[src/rtl/core/framed_record_crc_checker_top_macros.svh]
// assertion macros for the framed record crc checker
// used by fcrc_hdr_track and framed_record_crc_checker_top, no other dependencies
`ifndef FRAMED_RECORD_CRC_CHECKER_TOP_MACROS_SVH
`define FRAMED_RECORD_CRC_CHECKER_TOP_MACROS_SVH
`ifndef SYNTHESIS
// clocked check with a fixed message
`define FRC_ASSERT(lbl, clk, rst, prop) \
  lbl: assert property (@(posedge clk) disable iff (rst) (prop)) \
    else $error("framed record checker assertion failed");
// clocked check with a caller supplied message
`define FRC_ASSERT_MSG(lbl, clk, rst, prop, msg) \
  lbl: assert property (@(posedge clk) disable iff (rst) (prop)) else $error(msg);
`else
`define FRC_ASSERT(lbl, clk, rst, prop)
`define FRC_ASSERT_MSG(lbl, clk, rst, prop, msg)
`endif
`endif

[src/rtl/core/fcrc_pkg.sv]
// shared types, constants and the byte-wise crc function for the record checker
// no dependencies
package fcrc_pkg;

  localparam int POS_W = 17;
  localparam int CNT_W = 18;

  localparam logic [POS_W-1:0] POS_MAX     = 17'h1FFFF;
  localparam logic [POS_W-1:0] POS_VERSION = 17'd4;
  localparam logic [POS_W-1:0] POS_LENGTH  = 17'd6;
  localparam logic [POS_W-1:0] POS_GEN     = 17'd8;
  localparam logic [POS_W-1:0] CRC_SPAN    = 17'd12;
  localparam logic [POS_W-1:0] HDR_BYTES   = 17'd16;

  localparam logic [31:0] CRC_POLY = 32'hEDB88320;
  localparam logic [31:0] CRC_INIT = 32'hFFFFFFFF;

  // status codes
  localparam logic [2:0] ST_OK       = 3'd0;
  localparam logic [2:0] ST_MIGRATED = 3'd1;
  localparam logic [2:0] ST_SHORT    = 3'd2;
  localparam logic [2:0] ST_MAGIC    = 3'd3;
  localparam logic [2:0] ST_LENGTH   = 3'd4;
  localparam logic [2:0] ST_CRC      = 3'd5;
  localparam logic [2:0] ST_NEWER    = 3'd6;
  localparam logic [2:0] ST_OLDER    = 3'd7;

  // configuration register indexes
  localparam logic [1:0] REG_MAGIC    = 2'd0;
  localparam logic [1:0] REG_CUR_VER  = 2'd1;
  localparam logic [1:0] REG_MIN_VER  = 2'd2;
  localparam logic [1:0] REG_CAPACITY = 2'd3;

  typedef struct packed {
    logic [7:0] data_byte;
    logic       last_byte;
  } in_item_t;

  typedef struct packed {
    logic [7:0]  out_byte;
    logic        is_payload;
    logic        record_done;
    logic [2:0]  status;
    logic [31:0] generation;
    logic [15:0] payload_length;
  } out_item_t;

  typedef struct packed {
    logic [31:0] expected_magic;
    logic [15:0] current_version;
    logic [15:0] min_version;
    logic [15:0] payload_capacity;
  } cfg_regs_t;

  // header fields and crc as they stand once the current byte is taken in
  typedef struct packed {
    logic [31:0]      magic;
    logic [15:0]      version;
    logic [15:0]      length;
    logic [31:0]      generation;
    logic [31:0]      stored_crc;
    logic [31:0]      running_crc;
    logic [CNT_W-1:0] count;
    logic             payload;
  } hdr_view_t;

  // reflected crc-32, one byte
  function automatic logic [31:0] crc_byte(input logic [31:0] crc_in, input logic [7:0] data);
    logic [31:0] c;
    c = crc_in ^ {24'd0, data};
    for (int k = 0; k < 8; k++) begin
      c = (c >> 1) ^ (CRC_POLY & {32{c[0]}});
    end
    return c;
  endfunction

endpackage

[src/rtl/core/fcrc_hdr_track.sv]
// header capture, byte position and running crc for one record
// depends on fcrc_pkg and framed_record_crc_checker_top_macros.svh
`include "framed_record_crc_checker_top_macros.svh"

module fcrc_hdr_track (
  input  logic                clk,
  input  logic                rst,
  input  logic                step,
  input  fcrc_pkg::in_item_t  item,
  output fcrc_pkg::hdr_view_t view
);

  logic [fcrc_pkg::POS_W-1:0] pos;
  logic [fcrc_pkg::POS_W-1:0] pos_next;
  logic [fcrc_pkg::POS_W-1:0] pos_off;
  logic [31:0] running_crc;
  logic [31:0] seen_magic;
  logic [15:0] seen_version;
  logic [15:0] seen_length;
  logic [31:0] seen_generation;
  logic [31:0] seen_crc;
  logic [4:0]  lane32;
  logic [3:0]  lane16;

  always_comb begin
    view.magic       = seen_magic;
    view.version     = seen_version;
    view.length      = seen_length;
    view.generation  = seen_generation;
    view.stored_crc  = seen_crc;
    view.payload     = 1'b0;
    lane32           = {pos[1:0], 3'b000};
    lane16           = {pos[0], 3'b000};
    pos_off          = pos - fcrc_pkg::HDR_BYTES;

    if (pos < fcrc_pkg::POS_VERSION) begin
      view.magic[lane32 +: 8] = item.data_byte;
    end else if (pos < fcrc_pkg::POS_LENGTH) begin
      view.version[lane16 +: 8] = item.data_byte;
    end else if (pos < fcrc_pkg::POS_GEN) begin
      view.length[lane16 +: 8] = item.data_byte;
    end else if (pos < fcrc_pkg::CRC_SPAN) begin
      view.generation[lane32 +: 8] = item.data_byte;
    end else if (pos < fcrc_pkg::HDR_BYTES) begin
      view.stored_crc[lane32 +: 8] = item.data_byte;
    end else begin
      view.payload = (pos_off < {1'b0, seen_length});
    end

    if ((pos < fcrc_pkg::CRC_SPAN) || view.payload) begin
      view.running_crc = fcrc_pkg::crc_byte(running_crc, item.data_byte);
    end else begin
      view.running_crc = running_crc;
    end

    pos_next   = (pos != fcrc_pkg::POS_MAX) ? pos + 1'b1 : pos;
    view.count = {1'b0, pos} + 1'b1;
  end

  always_ff @(posedge clk) begin
    if (rst || (step && item.last_byte)) begin
      pos             <= '0;
      running_crc     <= fcrc_pkg::CRC_INIT;
      seen_magic      <= '0;
      seen_version    <= '0;
      seen_length     <= '0;
      seen_generation <= '0;
      seen_crc        <= '0;
    end else if (step) begin
      pos             <= pos_next;
      running_crc     <= view.running_crc;
      seen_magic      <= view.magic;
      seen_version    <= view.version;
      seen_length     <= view.length;
      seen_generation <= view.generation;
      seen_crc        <= view.stored_crc;
    end
  end

  `FRC_ASSERT(a_pos_clear, clk, rst, step && item.last_byte |=> pos == '0)
  `FRC_ASSERT_MSG(a_pos_incr, clk, rst,
    step && !item.last_byte && pos != fcrc_pkg::POS_MAX |=> pos == $past(pos) + 1'b1,
    "byte position did not advance")
  `FRC_ASSERT_MSG(a_crc_hold, clk, rst, !step |=> $stable(running_crc) && $stable(pos),
    "state moved without a byte")

endmodule

[src/rtl/core/fcrc_status.sv]
// status evaluation and result formatting for one byte
// depends on fcrc_pkg
module fcrc_status (
  input  fcrc_pkg::hdr_view_t view,
  input  fcrc_pkg::cfg_regs_t cfg,
  input  fcrc_pkg::in_item_t  item,
  output fcrc_pkg::out_item_t result
);

  logic [fcrc_pkg::CNT_W-1:0] need;
  logic                       len_bad;
  logic                       crc_bad;

  always_comb begin
    need    = fcrc_pkg::CNT_W'(fcrc_pkg::HDR_BYTES) + {2'b00, view.length};
    len_bad = (view.length > cfg.payload_capacity) || (need > view.count);
    crc_bad = (~view.running_crc) != view.stored_crc;

    result.out_byte       = view.payload ? item.data_byte : 8'd0;
    result.is_payload     = view.payload;
    result.record_done    = item.last_byte;
    result.status         = fcrc_pkg::ST_OK;
    result.generation     = '0;
    result.payload_length = '0;

    if (item.last_byte) begin
      if (view.count < fcrc_pkg::CNT_W'(fcrc_pkg::HDR_BYTES)) begin
        result.status = fcrc_pkg::ST_SHORT;
      end else begin
        result.generation     = view.generation;
        result.payload_length = view.length;
        if (view.magic != cfg.expected_magic) begin
          result.status = fcrc_pkg::ST_MAGIC;
        end else if (len_bad) begin
          result.status = fcrc_pkg::ST_LENGTH;
        end else if (crc_bad) begin
          result.status = fcrc_pkg::ST_CRC;
        end else if (view.version > cfg.current_version) begin
          result.status = fcrc_pkg::ST_NEWER;
        end else if (view.version < cfg.min_version) begin
          result.status = fcrc_pkg::ST_OLDER;
        end else if ((view.version < cfg.current_version) ||
                     (view.length < cfg.payload_capacity)) begin
          result.status = fcrc_pkg::ST_MIGRATED;
        end else begin
          result.status = fcrc_pkg::ST_OK;
        end
      end
    end
  end

endmodule

[src/rtl/core/framed_record_crc_checker_top.sv]
// framed record crc checker, top level: input register, result register, config
// depends on fcrc_pkg, fcrc_hdr_track, fcrc_status and the assertion macro header
//
// usage: a stored record enters one byte per transfer on the in channel
// (in_valid/in_ready, payload in_data with data_byte and last_byte). the first
// sixteen bytes are a little-endian header (magic, version, length, generation,
// crc); the next length bytes after it are payload. every input transfer gives
// exactly one output transfer (out_valid/out_ready, payload out_data): payload
// bytes come out at once with is_payload set, tentative until the record closes.
// the transfer carrying last_byte closes the record and its result has
// record_done, status, generation and payload_length.
// the staged byte passes from the input register through the combinational crc byte
// update into the result register. throughput: one byte per cycle while out_ready
// stays high, set by that crc byte update.
// stalls: while out_ready is low the result register holds, the input register
// fills behind it, and in_ready drops only when both are full.
// reset (rst, synchronous) empties both registers, clears the header state and
// sets every config register to zero. config writes (cfg_we, cfg_index,
// cfg_wdata) take effect at the clock edge and should be made while idle.
`include "framed_record_crc_checker_top_macros.svh"

module framed_record_crc_checker_top (
  input  logic                clk,
  input  logic                rst,
  input  logic                in_valid,
  output logic                in_ready,
  input  fcrc_pkg::in_item_t  in_data,
  output logic                out_valid,
  input  logic                out_ready,
  output fcrc_pkg::out_item_t out_data,
  input  logic                cfg_we,
  input  logic [1:0]          cfg_index,
  input  logic [31:0]         cfg_wdata
);

  // input register
  logic               stage_valid;
  fcrc_pkg::in_item_t stage_item;

  // config registers
  fcrc_pkg::cfg_regs_t cfg;

  fcrc_pkg::hdr_view_t view;
  fcrc_pkg::out_item_t result;
  logic                advance;

  // the staged byte moves on when the result register is free or being emptied
  assign advance  = stage_valid && (!out_valid || out_ready);
  assign in_ready = !stage_valid || advance;

  always_ff @(posedge clk) begin
    if (rst) begin
      stage_valid <= 1'b0;
    end else if (in_valid && in_ready) begin
      stage_valid <= 1'b1;
    end else if (advance) begin
      stage_valid <= 1'b0;
    end
  end

  always_ff @(posedge clk) begin
    if (in_valid && in_ready) begin
      stage_item <= in_data;
    end
  end

  always_ff @(posedge clk) begin
    if (rst) begin
      cfg <= '0;
    end else if (cfg_we) begin
      case (cfg_index)
        fcrc_pkg::REG_MAGIC:    cfg.expected_magic   <= cfg_wdata;
        fcrc_pkg::REG_CUR_VER:  cfg.current_version  <= cfg_wdata[15:0];
        fcrc_pkg::REG_MIN_VER:  cfg.min_version      <= cfg_wdata[15:0];
        fcrc_pkg::REG_CAPACITY: cfg.payload_capacity <= cfg_wdata[15:0];
        default: ;
      endcase
    end
  end

  // header fields and crc including the staged byte
  fcrc_hdr_track u_hdr (
    .clk  (clk),
    .rst  (rst),
    .step (advance),
    .item (stage_item),
    .view (view)
  );

  // status priority and result formatting
  fcrc_status u_status (
    .view   (view),
    .cfg    (cfg),
    .item   (stage_item),
    .result (result)
  );

  // result register
  always_ff @(posedge clk) begin
    if (rst) begin
      out_valid <= 1'b0;
    end else if (advance) begin
      out_valid <= 1'b1;
    end else if (out_ready) begin
      out_valid <= 1'b0;
    end
  end

  always_ff @(posedge clk) begin
    if (advance) begin
      out_data <= result;
    end
  end

  `FRC_ASSERT_MSG(a_ready_low, clk, rst,
    !in_ready |-> stage_valid && out_valid && !out_ready,
    "input refused while a register was free")
  `FRC_ASSERT(a_idle_fields, clk, rst,
    out_valid && !out_data.record_done |->
      out_data.status == fcrc_pkg::ST_OK && out_data.generation == '0 &&
      out_data.payload_length == '0)
  `FRC_ASSERT(a_non_payload, clk, rst,
    out_valid && !out_data.is_payload |-> out_data.out_byte == '0)

endmodule
[config.mk]
export PLATFORM = sky130hd
export DESIGN_NAME = framed_record_crc_checker_top
export DESIGN_NICKNAME = d
export VERILOG_FILES = /design/src/rtl/core/fcrc_pkg.sv /design/src/rtl/core/fcrc_hdr_track.sv /design/src/rtl/core/fcrc_status.sv /design/src/rtl/core/framed_record_crc_checker_top.sv
export VERILOG_INCLUDE_DIRS = /design/src /design/src/rtl/core
export SDC_FILE = /design/constraint.sdc
export NUM_CORES = 1
export LEC_CHECK = 0
export ABC_AREA = 1
export BUFFER_PORTS_ARGS = -buffer_cell sky130_fd_sc_hd__buf_2
export CAP_MARGIN = 40
export CORE_ASPECT_RATIO = 0.7
export CORE_UTILIZATION = 55
export DETAILED_ROUTE_END_ITERATION = 10
export PLACE_DENSITY = 0.72
export SLEW_MARGIN = 20
export SYNTH_ARGS = -nofsm -noshare
export SYNTH_HDL_FRONTEND = slang
export SYNTH_HIERARCHICAL = 1
export SYNTH_SLANG_ARGS = --single-unit
[constraint.sdc]
create_clock -name clk -period 12.5 [get_ports clk]
set_clock_uncertainty 0.05 [all_clocks]
set_input_delay 0.625 -clock clk [delete_from_list [all_inputs] [get_ports clk]]
set_output_delay 0.625 -clock clk [all_outputs]
set_load 0.1 [all_outputs]
==> results of run 1 <==
## flip-flops by register name, summed over array words and instances (netlist names)
register               count
u_hdr/seen_crc            32
out_valid                  1
u_hdr/running_crc         32
u_hdr/pos                 17
stage_valid                1
out_data                  61
u_hdr/seen_generation     32
u_hdr/seen_magic          32
cfg                       80
stage_item                 9
u_hdr/seen_length         16
u_hdr/seen_version        16
## worst max-delay path: stages (launching register included)
cell	delay, ns
sky130_fd_sc_hd__dfxtp_1	0.36
sky130_fd_sc_hd__inv_1	0.21
sky130_fd_sc_hd__nand4_1	0.18
sky130_fd_sc_hd__nor2_4	0.22
sky130_fd_sc_hd__nand2_4	0.18
sky130_fd_sc_hd__nor2_4	0.18
sky130_fd_sc_hd__nand3_2	0.27
sky130_fd_sc_hd__o21ai_0	0.71
sky130_fd_sc_hd__ha_1	0.34
sky130_fd_sc_hd__nand3_1	0.13
sky130_fd_sc_hd__nor3_1	0.38
sky130_fd_sc_hd__nand4_1	0.20
sky130_fd_sc_hd__nor2_1	0.16
sky130_fd_sc_hd__xor2_1	0.15
sky130_fd_sc_hd__inv_1	0.06
sky130_fd_sc_hd__ha_1	0.26
sky130_fd_sc_hd__nand4_1	0.11
sky130_fd_sc_hd__nor2_1	0.29
sky130_fd_sc_hd__nand2_1	0.09
sky130_fd_sc_hd__nand2_1	0.08
sky130_fd_sc_hd__nand2_1	0.11
sky130_fd_sc_hd__nand3_1	0.11
sky130_fd_sc_hd__nor2_1	0.05
sky130_fd_sc_hd__nor2_1	0.08
sky130_fd_sc_hd__nor2_1	0.04
## power by group
part           switching (uW)  total, uW  leakage [uW]  internal, uW
clock network             456       1080      0.000592           627
logic                     700       1020       0.00738           315
registers                44.2       1200       0.00281          1160
total                    1200       3300        0.0108          2100
## cell families after synthesis
| logic type | Yosys count |
|---|---|
| adders and majority gates | 89 |
| and+or+nand+nor | 1119 |
| buffers and inverters | 660 |
| DFF | 329 |
| AOI/OAI and AO/OA | 518 |
| xor gates and xnor gates | 140 |
| muxes | 1 |
## cell type report
| type | instances | area, um2 |
|---|---|---|
| Fill cell | 3241 | 13200 |
| Tap cell | 472 | 591 |
| Sequential cell | 329 | 7290 |
| Multi-Input combinational cell | 1867 | 9920 |
| Clock inverter | 12 | 92.6 |
| Clock buffer | 54 | 1090 |
| Timing Repair Buffer | 132 | 841 |
| Inverter | 532 | 2000 |
## stage by stage
stage	total power, uW	std cells	hold slack [ns]	util
after floorplan	1980	2856	0.391	-
after global placement	2180	3322	0.404	0.583
after detailed placement	2210	3327	0.404	0.586
after CTS	3290	3393	0.191	0.620
after global routing	3470	3398	0.190	0.623
final	3300	3398	0.205	0.623
## routing by layer
| layer | up-vias | share of wire | global-route usage |
|---|---|---|---|
| li1 | 8974 | - | - |
| met1 | 8419 | 0.46 | 0.443 |
| met2 | 723 | 0.41 | 0.442 |
| met3 | 106 | 0.10 | 0.0916 |
| met4 | 0 | 0.028 | 0.0854 |
| met5 | - | 0 | 0 |
## cells in the mapped netlist (2+ instances only)
cell type,number,area (um2)
sky130_fd_sc_hd__nand3b_1,3,22.5
sky130_fd_sc_hd__inv_1,523,1960
sky130_fd_sc_hd__nor3_2,4,40.0
sky130_fd_sc_hd__o21bai_1,2,15.0
sky130_fd_sc_hd__clkinv_1,2,7.51
sky130_fd_sc_hd__nor2_4,10,113
sky130_fd_sc_hd__buf_1,12,45.0
sky130_fd_sc_hd__nand2_1,553,2080
sky130_fd_sc_hd__clkbuf_1,67,251
sky130_fd_sc_hd__nor2_2,7,43.8
sky130_fd_sc_hd__or2_2,3,18.8
sky130_fd_sc_hd__inv_2,7,26.3
sky130_fd_sc_hd__buf_6,5,56.3
sky130_fd_sc_hd__o21a_1,4,30.0
sky130_fd_sc_hd__o21ai_0,160,801
sky130_fd_sc_hd__nand3_2,6,60.1
sky130_fd_sc_hd__xnor2_4,4,110
sky130_fd_sc_hd__edfxtp_1,70,2100
sky130_fd_sc_hd__nor3_1,11,55.1
sky130_fd_sc_hd__and2_1,6,37.5
sky130_fd_sc_hd__xnor2_1,43,377
sky130_fd_sc_hd__nor2_1,375,1410
sky130_fd_sc_hd__dfxtp_1,259,5180
sky130_fd_sc_hd__o22ai_1,7,43.8
sky130_fd_sc_hd__buf_4,9,67.6
sky130_fd_sc_hd__nand4_1,18,113
sky130_fd_sc_hd__a21oi_2,12,105
sky130_fd_sc_hd__o31ai_1,11,82.6
sky130_fd_sc_hd__nand2_4,3,33.8
sky130_fd_sc_hd__xnor2_2,4,65.1
sky130_fd_sc_hd__o21ai_1,95,475
sky130_fd_sc_hd__ha_1,89,1110
sky130_fd_sc_hd__nand3_1,99,495
sky130_fd_sc_hd__xor2_1,86,753
sky130_fd_sc_hd__buf_2,35,175
sky130_fd_sc_hd__nand2_2,8,50.1
sky130_fd_sc_hd__a21oi_1,225,1130
sky130_fd_sc_hd__xor2_2,2,32.5
sky130_fd_sc_hd__nor4_1,7,43.8
sky130_fd_sc_hd__nor3_4,5,81.3
## how the worst max path moves through the flow
stage                          startpoint  cells past startpoint                    endpoint
2_1_floorplan      out_valid$_SDFFE_PP0P_                     10  u_hdr/pos[10]$_SDFFE_PP0P_
3_3_place_gp   u_hdr/pos[14]$_SDFFE_PP0P_                     24      out_data[49]$_DFFE_PP_
3_5_place_dp   u_hdr/pos[14]$_SDFFE_PP0P_                     24      out_data[49]$_DFFE_PP_
4_1_cts        u_hdr/pos[14]$_SDFFE_PP0P_                     24      out_data[49]$_DFFE_PP_
5_1_grt         u_hdr/pos[4]$_SDFFE_PP0P_                     29      out_data[50]$_DFFE_PP_
6_report       u_hdr/pos[14]$_SDFFE_PP0P_                     24      out_data[49]$_DFFE_PP_
==> results.sh, run 1 <==
export IMPL_outcome="finished clean"
export IMPL_viasPerCell=5.36
export IMPL_maxClockFrequency_mhz=189
export IMPL_holdCritStartpoint="in_data[5]"
export IMPL_setup_ws_ns=7.22
export IMPL_placementRows=57
export IMPL_drt_first_iter_violations=1909
export IMPL_die_w_um=229
export IMPL_hold_path_cell_count=1
export IMPL_clk_insertion_delay_late_ns=0.54
export IMPL_critPathKind="reg -> reg"
export IMPL_drt_wirelength_per_cell_um=16.8
export IMPL_clock_path_buffers=3
export IMPL_final_min_period_over_clock_period=0.423
export IMPL_regToRegEndpoint="out_data[49]$_DFFE_PP_"
export IMPL_worst_ep_arrival_time_ns=5.51
export IMPL_grt_setup_unrepaired="false"
export IMPL_antenna_found_initial=0
export IMPL_replace_congestion=0.982
export IMPL_final_layout_size_suffix_gt1_frac=0.0926
export IMPL_synth_async_sr_flop_share=0
export IMPL_max_capacitance_violation_total=0
export IMPL_cts_clk_slew_worst_paths_ns=0.07
export IMPL_mostFrequentLayoutCells="sky130_fd_sc_hd__nand2_1 (553), sky130_fd_sc_hd__inv_1 (521), sky130_fd_sc_hd__nor2_1 (375), sky130_fd_sc_hd__dfxtp_1 (259), sky130_fd_sc_hd__a21oi_1 (224)"
export IMPL_synth_edf_count=70
export IMPL_floorplan_io_pins=111
export IMPL_setup_violators_final=0
export IMPL_worstPathMaxFanout=16
export IMPL_yosys_warnings=6
export IMPL_initial_core_util=0.565
export IMPL_timing_final_hold_violations=0
export IMPL_postSynth_topFlopCell="sky130_fd_sc_hd__dfxtp_1"
export IMPL_drc_errors=0
export IMPL_period_minus_slack_ns=5.28
export IMPL_ant_nets=0
export IMPL_reg2reg_from="u_hdr/pos[14]$_SDFFE_PP0P_"
export IMPL_cp_data_required_time_ns=12.73
export IMPL_rr_worst_depth=24
export IMPL_worst_hold_path_endpoint="stage_item[5]$_DFFE_PP_"
export IMPL_global_route_usage_total=0.307
export IMPL_post_synth_and_or_nand_nor_area_fraction=0.238
export IMPL_fin_nets=3035
export IMPL_area_growth_syn_to_layout_pct=10.4
export IMPL_grt_start_max_net_pins=97
export IMPL_die_area_mm2=0.0367
export IMPL_final_cell_area_mm2=0.0218
export IMPL_post_synth_inst_count=2856
export IMPL_synthesized_flop_and_latch_total=329
export IMPL_clk_root_buffer_cell="sky130_fd_sc_hd__clkbuf_16"
export IMPL_p_per_area_mw_per_mm2=151
export IMPL_synth_top_family_by_area="simple AND/OR/NAND/NOR gates"
export IMPL_vias=18222
export IMPL_pre_cts_setup_slack_ns=7.38
export IMPL_syn_area_mm2=0.0198
export IMPL_slew_limit_headroom=0.370
export IMPL_post_cts_resized=0
export IMPL_insertedDiodeCount=0
export IMPL_timing_critical_path_to_type="flop"
export IMPL_fin_tns_setup_ns=0
export IMPL_yosys_area_share_adder=0.0563
export IMPL_hpwlAfterDp_mm=42.0
export IMPL_seq_area_frac_synth=0.369
export IMPL_mostFrequentLayoutCell="sky130_fd_sc_hd__nand2_1"
export IMPL_hold_path_class="in -> reg"
export IMPL_static_leakage_power_uw=0.0108
export IMPL_drt_pass1_iter_count=6
export IMPL_worstSetupStartpointType="flop"
export IMPL_global_route_wire_length_before_repair_mm=89.1
export IMPL_core_area_mm2=0.0350
export IMPL_global_route_overflow_total=0
export IMPL_placement_cell_area_mm2=0.0205
export IMPL_syn_mean_instance_area_um2=6.92
export IMPL_cts_buffers_inserted=36
export IMPL_worst_r2r_setup_slack_ns=7.22
export IMPL_setup_repair_bufs_after_cts=0
export IMPL_ys_types=45
export IMPL_port_buffers=110
export IMPL_worst_pin_slew_ns=0.935
export IMPL_report_final_slew_viol_count=0
export IMPL_cts_hold_buf=0
export IMPL_irDropWorstVdd_uv=80.9
export IMPL_cts_max_level=2
export IMPL_die_h_um=161
export IMPL_cts_tree="done"
export IMPL_first_global_vias=16384
export IMPL_synth_compound_area_frac=0.136
export IMPL_synth_xor_area_frac=0.0690
export IMPL_postSynthNetCount=2993
export IMPL_cts_sink_count=329
export IMPL_synth_area_mux_share=0.000506
export IMPL_wirelength_mm=57.2
Note: power is estimated with default switching activity, not from simulation.
==> run 2: changes to the inputs <==
Settings changed: PLACE_DENSITY 0.72 to 0.75.
Clock period 12.5 ns to 4.25 ns, I/O delays scaled along.
==> run 2 against run 1 <==
Flip-flop and latch count unchanged. Wire length is 2.9% higher. Critical path type unchanged. Non-clock buffer count grew 97. Sequential power grew to 2.9 times the previous value. Setup slack worse by 7.1 ns. Final cell count increased by 2.8%. Register-to-register slack worse by 7.1 ns. Total power grew to 3.0 times the previous value.
==> results.sh, run 2 (synthesized netlist as in run 1, its figures left out) <==
export IMPL_fin_tns_setup_ns=0
export IMPL_worstPathMaxFanout=10
export IMPL_reg2reg_from="u_hdr/pos[4]$_SDFFE_PP0P_"
export IMPL_clock_path_buffers=3
export IMPL_area_growth_syn_to_layout_pct=15.2
export IMPL_ant_nets=0
export IMPL_placed_cells_incl_taps=3382
export IMPL_worst_hold_path_endpoint="cfg[76]$_SDFFE_PP0P_"
export IMPL_antenna_found_initial=1
export IMPL_replace_congestion=1.01
export IMPL_p_per_area_mw_per_mm2=437
export IMPL_cts_clk_slew_worst_paths_ns=0.06
export IMPL_first_global_vias=16981
export IMPL_rr_worst_depth=28
export IMPL_irDropWorstVdd_uv=252
export IMPL_initial_core_util=0.565
export IMPL_cp_data_required_time_ns=4.49
export IMPL_hold_path_class="in -> reg"
export IMPL_report_final_slew_viol_count=0
export IMPL_largest_registers="cfg: 80 flops, out_data: 61 flops"
export IMPL_critPathSlowestCell="sky130_fd_sc_hd__dfxtp_4"
export IMPL_final_layout_size_suffix_gt1_frac=0.117
export IMPL_static_leakage_power_uw=0.0112
export IMPL_drt_wirelength_per_cell_um=16.8
export IMPL_die_area_mm2=0.0367
export IMPL_cp_common_cell="sky130_fd_sc_hd__nand2_1"
export IMPL_setup_violators_final=0
export IMPL_drc_errors=0
export IMPL_cts_buffers_inserted=35
export IMPL_clk_insertion_delay_late_ns=0.54
export IMPL_maxClockFrequency_mhz=241
export IMPL_drt_first_iter_violations=2218
export IMPL_largest_register_ffs=80
export IMPL_clk_root_buffer_cell="sky130_fd_sc_hd__clkbuf_16"
export IMPL_cts_max_level=2
export IMPL_insertedDiodeCount=0
export IMPL_placementRows=57
export IMPL_top_register="cfg"
export IMPL_outcome="finished clean"
export IMPL_core_area_mm2=0.0350
export IMPL_max_capacitance_violation_total=0
export IMPL_floorplan_io_pins=111
export IMPL_hpwlAfterDp_mm=42.4
export IMPL_wirelength_mm=58.8
export IMPL_hold_path_cell_count=5
export IMPL_global_route_wire_length_before_repair_mm=90.9
export IMPL_holdCritStartpoint="cfg_wdata[28]"
export IMPL_timing_critical_path_to_type="flop"
export IMPL_die_w_um=229
export IMPL_vias=18873
export IMPL_global_route_overflow_total=0
export IMPL_cts_tree="done"
export IMPL_viasPerCell=5.40
export IMPL_worst_r2r_setup_slack_ns=0.10
export IMPL_grt_start_max_net_pins=195
export IMPL_mostFrequentLayoutCell="sky130_fd_sc_hd__nand2_1"
export IMPL_timing_final_hold_violations=0
export IMPL_drt_pass1_iter_count=7
export IMPL_worst_path_largest_cell_delay_ns=0.36
export IMPL_stdcell_count=3492
export IMPL_period_minus_slack_ns=4.15
export IMPL_mostFrequentLayoutCells="sky130_fd_sc_hd__nand2_1 (549), sky130_fd_sc_hd__inv_1 (517), sky130_fd_sc_hd__nor2_1 (369), sky130_fd_sc_hd__dfxtp_1 (257), sky130_fd_sc_hd__a21oi_1 (223)"
export IMPL_port_buffers=110
export IMPL_final_min_period_over_clock_period=0.976
export IMPL_fin_worst_hold_slack_ns=0.0150
export IMPL_die_h_um=161
export IMPL_fin_nets=3131
export IMPL_critPathKind="reg -> reg"
export IMPL_global_route_usage_total=0.313
export IMPL_cts_sink_count=329
export IMPL_worstSetupStartpointType="flop"
export IMPL_regToRegEndpoint="out_data[50]$_DFFE_PP_"
export IMPL_worst_pin_slew_ns=0.844
export IMPL_worst_ep_arrival_time_ns=4.39
export IMPL_slew_limit_headroom=0.438
-- run 2: worst max path at each step --
| stage | cells past startpoint | to | start |
|---|---|---|---|
| finish | 28 | out_data[50]$_DFFE_PP_ | u_hdr/pos[4]$_SDFFE_PP0P_ |
| global route | 28 | out_data[50]$_DFFE_PP_ | u_hdr/pos[4]$_SDFFE_PP0P_ |
| CTS | 24 | out_data[49]$_DFFE_PP_ | u_hdr/pos[11]$_SDFFE_PP0P_ |
| detailed placement | 24 | out_data[49]$_DFFE_PP_ | u_hdr/pos[11]$_SDFFE_PP0P_ |
| global placement | 23 | out_data[49]$_DFFE_PP_ | u_hdr/pos[11]$_SDFFE_PP0P_ |
| floorplan | 10 | u_hdr/pos[10]$_SDFFE_PP0P_ | out_valid$_SDFFE_PP0P_ |
-- run 2: layer usage --
| metal | routed length [um] | vias to the layer above | GRT usage |
|---|---|---|---|
| li1 | - | 9162 | - |
| met1 | 25800 | 8735 | 0.445 |
| met2 | 24600 | 862 | 0.465 |
| met3 | 6740 | 114 | 0.0803 |
| met4 | 1640 | 0 | 0.0894 |
| met5 | 0 | - | 0 |
-- run 2: layout make-up --
cell class	count	area (um2)
clock buffers	42	953
clock inverters	21	213
fillers	3096	12200
inverters	532	2010
multi-input cells	1867	10000
flip-flops and latches	329	7290
well taps	472	591
repair buffers	229	1680
-- run 2: report_power, final --
part	switching [uW]	total [uW]	internal, uW
registers	115	3520	3400
logic	2190	3300	1110
clock network	1330	3130	1800
-- run 2: repair_timing --
item                       4_1_cts  5_1_grt
cloned                           0        2
buffers inserted                 0        3
setup endpoints to repair        3        3
pin swaps                        0       14
hold buffers                    41        0
gates resized for setup          5       45
hold endpoints to repair        65        0
-- run 2: critical path: cells and delay by family, from the launching register on --
kind	cells	cell delay (ns)
buffers and inverters	4	0.50
flip-flops	1	0.36
AO/OA/AOI/OAI	3	0.39
XOR/XNOR	1	0.17
AND/OR/NAND/NOR	18	1.97
adder cells (fa/ha/maj)	2	0.47
-- run 2: through the flow --
step                setup WS, ns   util  cell area [um2]  power [uW]
floorplan                  0.195      -            19800        5830
global placement          0.0113  0.597            20900        6510
detailed placement        -0.166  0.598            21000        6590
CTS                      0.00130  0.644            22500        9740
global route             -0.0755  0.651            22800       10400
finish                     0.102  0.651            22800        9950
